--- src/sv/kic_pkg.sv ---
// kic_pkg: shared widths, stage state types and digit-step functions
// for the kerr isco radius pipeline; no dependencies
package kic_pkg;

    localparam int WF          = 28;
    localparam int SPIN_W      = 16;
    localparam int OUT_W       = 20;
    localparam int CBRT_STAGES = 22;
    localparam int SQRT_STAGES = 32;
    localparam int CBRT_LANES  = 3;
    localparam int CBRT_IN_W   = 29;
    localparam int CBRT_OUT_W  = 22;
    localparam int SQRT_OUT_W  = 32;

    // partial state of the restoring cube root
    typedef struct packed {
        logic [23:0] y;
        logic [49:0] y2;
        logic [49:0] rem;
    } cbrt_st_t;

    // partial state of the restoring square root
    typedef struct packed {
        logic [31:0] root;
        logic [35:0] rem;
    } sqrt_st_t;

    // one 3-bit digit of the cube root, y squared kept alongside
    function automatic cbrt_st_t cbrt_step(cbrt_st_t s, logic [2:0] d);
        logic [23:0] ys;
        logic [49:0] y2s;
        logic [49:0] b;
        logic [49:0] rs;
        cbrt_st_t    o;
        ys  = s.y << 1;
        y2s = s.y2 << 2;
        b   = y2s + (y2s << 1) + {26'd0, ys} + {25'd0, ys, 1'b0} + 50'd1;
        rs  = {s.rem[46:0], d};
        if (rs >= b)
        begin
            o.rem = rs - b;
            o.y   = ys + 24'd1;
            o.y2  = y2s + {25'd0, ys, 1'b0} + 50'd1;
        end
        else
        begin
            o.rem = rs;
            o.y   = ys;
            o.y2  = y2s;
        end
        return o;
    endfunction

    // one 2-bit digit of the square root
    function automatic sqrt_st_t sqrt_step(sqrt_st_t s, logic [1:0] d);
        logic [35:0] rs;
        logic [35:0] trial;
        sqrt_st_t    o;
        rs    = {s.rem[33:0], d};
        trial = {2'b00, s.root, 2'b01};
        if (rs >= trial)
        begin
            o.rem  = rs - trial;
            o.root = {s.root[30:0], 1'b1};
        end
        else
        begin
            o.rem  = rs;
            o.root = {s.root[30:0], 1'b0};
        end
        return o;
    endfunction

endpackage

--- src/sv/kic_sqrt_pipe.sv ---
// kic_sqrt_pipe: pipelined integer square root of a 64-bit operand,
// one result bit per stage; depends on kic_pkg
module kic_sqrt_pipe
    import kic_pkg::*;
#(
    parameter int SIDE_W = 1
)
(
    input  logic                  clk,
    input  logic                  rst_n,
    input  logic                  en,
    input  logic                  in_vld,
    input  logic [63:0]           in_x,
    input  logic [SIDE_W-1:0]     in_side,
    output logic                  out_vld,
    output logic [SQRT_OUT_W-1:0] out_root,
    output logic [SIDE_W-1:0]     out_side
);

    sqrt_st_t             st_reg   [SQRT_STAGES];
    logic [63:0]          x_reg    [SQRT_STAGES];
    logic [SIDE_W-1:0]    side_reg [SQRT_STAGES];
    logic [SQRT_STAGES-1:0] vld_reg;

    genvar g;
    generate
        for (g = 0; g < SQRT_STAGES; g++)
        begin : g_stage
            logic              vld_prev;
            logic [SIDE_W-1:0] side_prev;
            sqrt_st_t          st_prev;
            logic [63:0]       x_prev;
            sqrt_st_t          st_next;

            if (g == 0)
            begin : g_first
                assign vld_prev  = in_vld;
                assign side_prev = in_side;
                assign st_prev   = '0;
                assign x_prev    = in_x;
            end
            else
            begin : g_next
                assign vld_prev  = vld_reg[g-1];
                assign side_prev = side_reg[g-1];
                assign st_prev   = st_reg[g-1];
                assign x_prev    = x_reg[g-1];
            end

            // digit step, top bits first
            assign st_next = sqrt_step(st_prev, x_prev[63-2*g -: 2]);

            always_ff @(posedge clk or negedge rst_n)
            begin
                if (!rst_n)
                    vld_reg[g] <= 1'b0;
                else if (en)
                    vld_reg[g] <= vld_prev;
            end

            always_ff @(posedge clk)
            begin
                if (en)
                begin
                    st_reg[g]   <= st_next;
                    x_reg[g]    <= x_prev;
                    side_reg[g] <= side_prev;
                end
            end
        end
    endgenerate

    assign out_vld  = vld_reg[SQRT_STAGES-1];
    assign out_root = st_reg[SQRT_STAGES-1].root;
    assign out_side = side_reg[SQRT_STAGES-1];

endmodule

--- config.mk ---
export PLATFORM = sky130hd
export DESIGN_NAME = kic_sqrt_pipe
export DESIGN_NICKNAME = d
export VERILOG_FILES = /design/src/sv/kic_pkg.sv /design/src/sv/kic_sqrt_pipe.sv
export SDC_FILE = /design/constraint.sdc
export NUM_CORES = 2
export LEC_CHECK = 0
export BUFFER_PORTS_ARGS = -buffer_cell sky130_fd_sc_hd__buf_2
export CORE_MARGIN = 5
export CORE_UTILIZATION = 40
export CTS_BUF_LIST = sky130_fd_sc_hd__clkbuf_4 sky130_fd_sc_hd__clkbuf_8 sky130_fd_sc_hd__clkbuf_16
export DETAILED_ROUTE_END_ITERATION = 12
export PLACE_DENSITY_LB_ADDON = 0.1
export RECOVER_POWER = 25
export SYNTH_ARGS = -nofsm -noshare
export SYNTH_HDL_FRONTEND = slang
export SYNTH_MEMORY_MAX_BITS = 65536
export SYNTH_SLANG_ARGS = --single-unit
--- constraint.sdc ---
create_clock -name clk -period 3.9 [get_ports clk]
set_input_delay 0.39 -clock clk [delete_from_list [all_inputs] [get_ports clk]]
set_output_delay 0.39 -clock clk [all_outputs]
set_load 0.05 [all_outputs]
==> Flow_metrics.wiki <==
{| class="wikitable"
! Metric !! Value
|-
| Multi-input combinational cell area || 39,200 µm²
|-
| Remaining global-route overflow || 0
|-
| Via density || 5.17
|-
| Routed via count || 71,800
|-
| Post-route clock skew || 44.6 ps
|-
| Post-route cell area || 137,000 µm²
|-
| Number of enable-type register cells in the synthesized netlist || 2,555
|-
| Category of the worst setup path capture point || flip-flop
|-
| Path type of the worst setup path || flip-flop to flip-flop
|-
| Antenna violations before repair || 6
|-
| CTS H-tree lvls || 5
|-
| Number of global-route vias before repair || 70,500
|-
| DRC violation count after routing || 0
|-
| Post-detailed-route count of antenna-violating nets || 0
|-
| Largest net degree at the start of global routing || 130
|-
| Biggest cell delay along the critical path || 640 ps
|-
| Number of nets produced by synthesis || 9,869
|-
| Minimum clock period after layout || 3790 ps
|-
| Worst-path cell chain || ha_1 -> nand4_1 -> a211oi_1 -> a2111oi_0 -> buf_4 -> o31ai_1 -> o21ai_0 -> a21o_1 -> nand3_2 -> buf_12 -> mux2_2
|-
| Leading cell types in the layout, fill and taps excluded || sky130_fd_sc_hd__edfxtp_1 (2,555), sky130_fd_sc_hd__inv_1 (711), sky130_fd_sc_hd__a21oi_1 (629)
|-
| Floorplan row count || 201
|-
| 1st-pass router iterations || 6
|-
| Total count of max-transition violations in the final report || 108
|-
| Clock tree from TritonCTS || done
|-
| Total placed cells including tap cells || 13,300
|-
| Vert. Die Dim || 558 µm
|-
| TritonCTS sink count || 2,587
|-
| Sum of negative setup slack || 0 ps
|-
| Skew-Pair Late Insertion Delay || 880 ps
|-
| Synth async-reset ratio || 1.24%
|-
| Effective utilization at floorplan || 40.1%
|-
| Synthesized flop and latch total || 2,587
|-
| Run status || finished, violations left
|-
| Nature of the critical path startpoint || flip-flop
|-
| Hold/Removal Path Class || primary input to flip-flop
|-
| Number of non-filler instances in the completed layout || 13,900
|-
| Number of violations reported at the end of detailed-routing iteration 0 || 5,351
|-
| Sequential cell area fraction in the yosys report || 64.6%
|-
| Post-synth design cell area || 120,000 µm²
|-
| Cell family contributing the most delay on the critical path || compound AO/OA/AOI/OAI gates
|-
| Pwr per Cell Area || 593 nW/µm²
|-
| Weighted congestion reported at the end of routability-driven placement || 0.891
|-
| Commonest non-fill, non-tap cell in the layout || sky130_fd_sc_hd__edfxtp_1
|-
| Number of buffers on the longest clock path || 4
|-
| Gate Count Post-Synth || 9,238
|-
| Worst Path Max Fanout || 42
|-
| Die area || 311,000 µm²
|-
| Post-layout power || 81.2 mW
|-
| RSZ-0062 raised after global routing || no
|-
| Top_reg_cell synth || sky130_fd_sc_hd__edfxtp_1
|-
| Setup ws final || 108 ps
|-
| Count of unique library cells instantiated by Yosys || 101
|-
| Critical-path cell with the highest stage delay || sky130_fd_sc_hd__o31ai_1
|-
| Final count of negative-setup-slack endpoints || 0
|-
| Cell leakage power || 52.3 nW
|-
| Relative slew slack || -136%
|-
| Violations in the final reports || max-capacitance violations, max-slew violations
|-
| Slew at the pin closest to its max-slew limit || 3540 ps
|-
| Synth Area per Inst || 13.0 µm²
|-
| Floorplan die width || 558 µm
|-
| Required @ worst endpoint || 4530 ps
|-
| Clock buffer count from CTS || 298
|-
| Sum of buffers and inverters on the critical path || 2
|-
| Peak VDD IR || 0.000338 V
|-
| Number of warning messages in the yosys log || 0
|-
| DP Area || 127,000 µm²
|-
| Top achievable clock speed || 264 MHz
|-
| Number of nets in the finished design || 10,300
|-
| Clock-pin slew of the registers on the worst-case setup and hold paths || 50 ps
|-
| Post-placement worst setup slack || 62.6 ps
|-
| Total global-route track usage || 16.0%
|-
| Max-cap viol count || 2
|-
| Max FFs per register || 1,531
|-
| Sum of routed wire length over all layers || 254,000 µm
|-
| IO Count || 103
|-
| IO Port Bufs || 102
|-
| Arrival time at the worst endpoint || 4420 ps
|-
| Area growth syn-to-layout || 14.1%
|-
| Post-detailed-placement half-perimeter wirelength || 182,000 µm
|-
| Multiplexer share of the synthesized area || 1.01%
|-
| Routed len/inst || 18.3 µm
|-
| Share of layout cells above drive strength 1 || 9.71%
|-
| Count of endpoints failing hold in the final timing report || 0
|-
| Footprint of the flip-flops and latches || 77,500 µm²
|-
| Core Footprint || 300,000 µm²
|-
| Complex-gate fraction of the synthesized area || 9.67%
|-
| Synthesized-area fraction occupied by xor and xnor cells || 6.29%
|-
| Synth Area in Adders || 5.85%
|-
| Area fraction in and, or, nand and nor cells after synthesis || 9.76%
|-
| Largest family of logic cells by synthesized area || simple AND/OR/NAND/NOR gates
|-
| Buffer type at the clock tree root || sky130_fd_sc_hd__clkbuf_16
|-
| Fraction of the cycle the final worst path needs || 97.2%
|-
| Layout fillers || 26,700
|-
| First-pass GRT wire length || 400,000 µm
|}
==> what timing repair did <==
item / CTS / global route
endpoints found under the hold margin: 99 / 0
endpoints found under the setup margin: 0 / 36
hold buffers: 68 / 0
gates resized for setup: 0 / 5
setup buffers: 0 / 3
==> path summary, 6_finish.rpt <==
check | startpoint | end | slack [ps] | depth (start not counted)
setup / recovery | st_reg[1][820]$_DFFE_PP_ | st_reg[1][890]$_DFFE_PP_ | 110 | 11
hold / removal | in_x[3] | x_reg[0][3]$_DFFE_PP_ | 220 | 2
setup reg to reg | st_reg[1][820]$_DFFE_PP_ | st_reg[1][890]$_DFFE_PP_ | 110 | 11
hold reg to reg | x_reg[0][576]$_DFFE_PP_ | x_reg[0][640]$_DFFE_PP_ | 400 | 0
max in group asynchronous | rst_n | g_stage[24].vld_prev$_DFFE_PN0P_ | 2450 | 2
min in group asynchronous | rst_n | out_vld$_DFFE_PN0P_ | 470 | 2
==> cells in the mapped netlist, drive strengths merged, types with 13 or more instances <==
library cell  number  area [µm²]
nor2             598        2250
nand2b           102         641
nand4b            20         175
a21oi            630        3160
a31o              15         131
nor2b             77         482
nand3b            44         330
o21a              87         653
and3              47         294
nand4            113         707
o2111ai           13         114
a211oi            56         425
xnor2            481        4210
a21o             260        1950
edfxtp          2555       76700
nor3             221        1110
mux2             104        1170
a2111oi           19         198
or2               38         238
or4               59         458
a211o             14         123
a21boi            19         143
clkbuf           158         593
a41oi             15         131
dfrtp             32         801
xor2             381        3340
o211ai            34         260
o41ai             13         114
and4              18         158
buf               32         151
a31oi             48         307
nor4             105         728
and2              33         206
ha               562        7030
or3               98         618
nand2            577        2170
o21ai            422        2120
o31ai             60         450
o21bai            56         420
nand3            158         791
inv              715        2680
==> area by class of cell <==
cell class              count  share of cell area, %
multi-input cells        5744                   28.6
well taps                3958                   3.61
inverters                 717                   1.96
clock inverters           174                   1.21
diodes                      3                0.00548
repair buffers            353                   2.18
flip-flops and latches   2587                   56.6
clock buffers             361                   5.85
==> through the flow <==
stage,hold WS [ps],utilization (%)
3_3_place_gp,401,42.3
5_1_grt,157,45.7
4_1_cts,1.55,45.7
6_report,221,45.7
3_5_place_dp,405,42.3
2_1_floorplan,94.4,-
==> logic make-up after synthesis <==
family                     after synthesis
DFF                                   2587
xor gates and xnor gates               862
adders and majority gates              562
and+or+nand+nor                       2349
muxes                                  108
AOI/OAI and AO/OA                     1862
buffers and inverters                  907
other                                    1
==> worst register-to-register path, delay by kind of cell, from the launching register on <==
family,cells,cell delay [ps]
and+or+nand+nor,2,270
buffers and inverters,2,400
adders and majority gates,1,400
DFF,1,390
AOI/OAI and AO/OA,5,1700
muxes,1,390
==> metal layers <==
layer  wire length [µm]  global-route usage, %  vias up
met1             118000                   22.4    34700
met2             118000                   25.9     1471
met4               6970                   4.66        0
met5                  0                      0        -
met3              11500                   2.33      446
li1                   -                      -    35200
==> where the power goes <==
group          internal [mW]  switching, mW
registers               35.2           2.31
logic                   6.97           9.39
clock network           16.0           11.3
(Power assumes the default switching activity.)
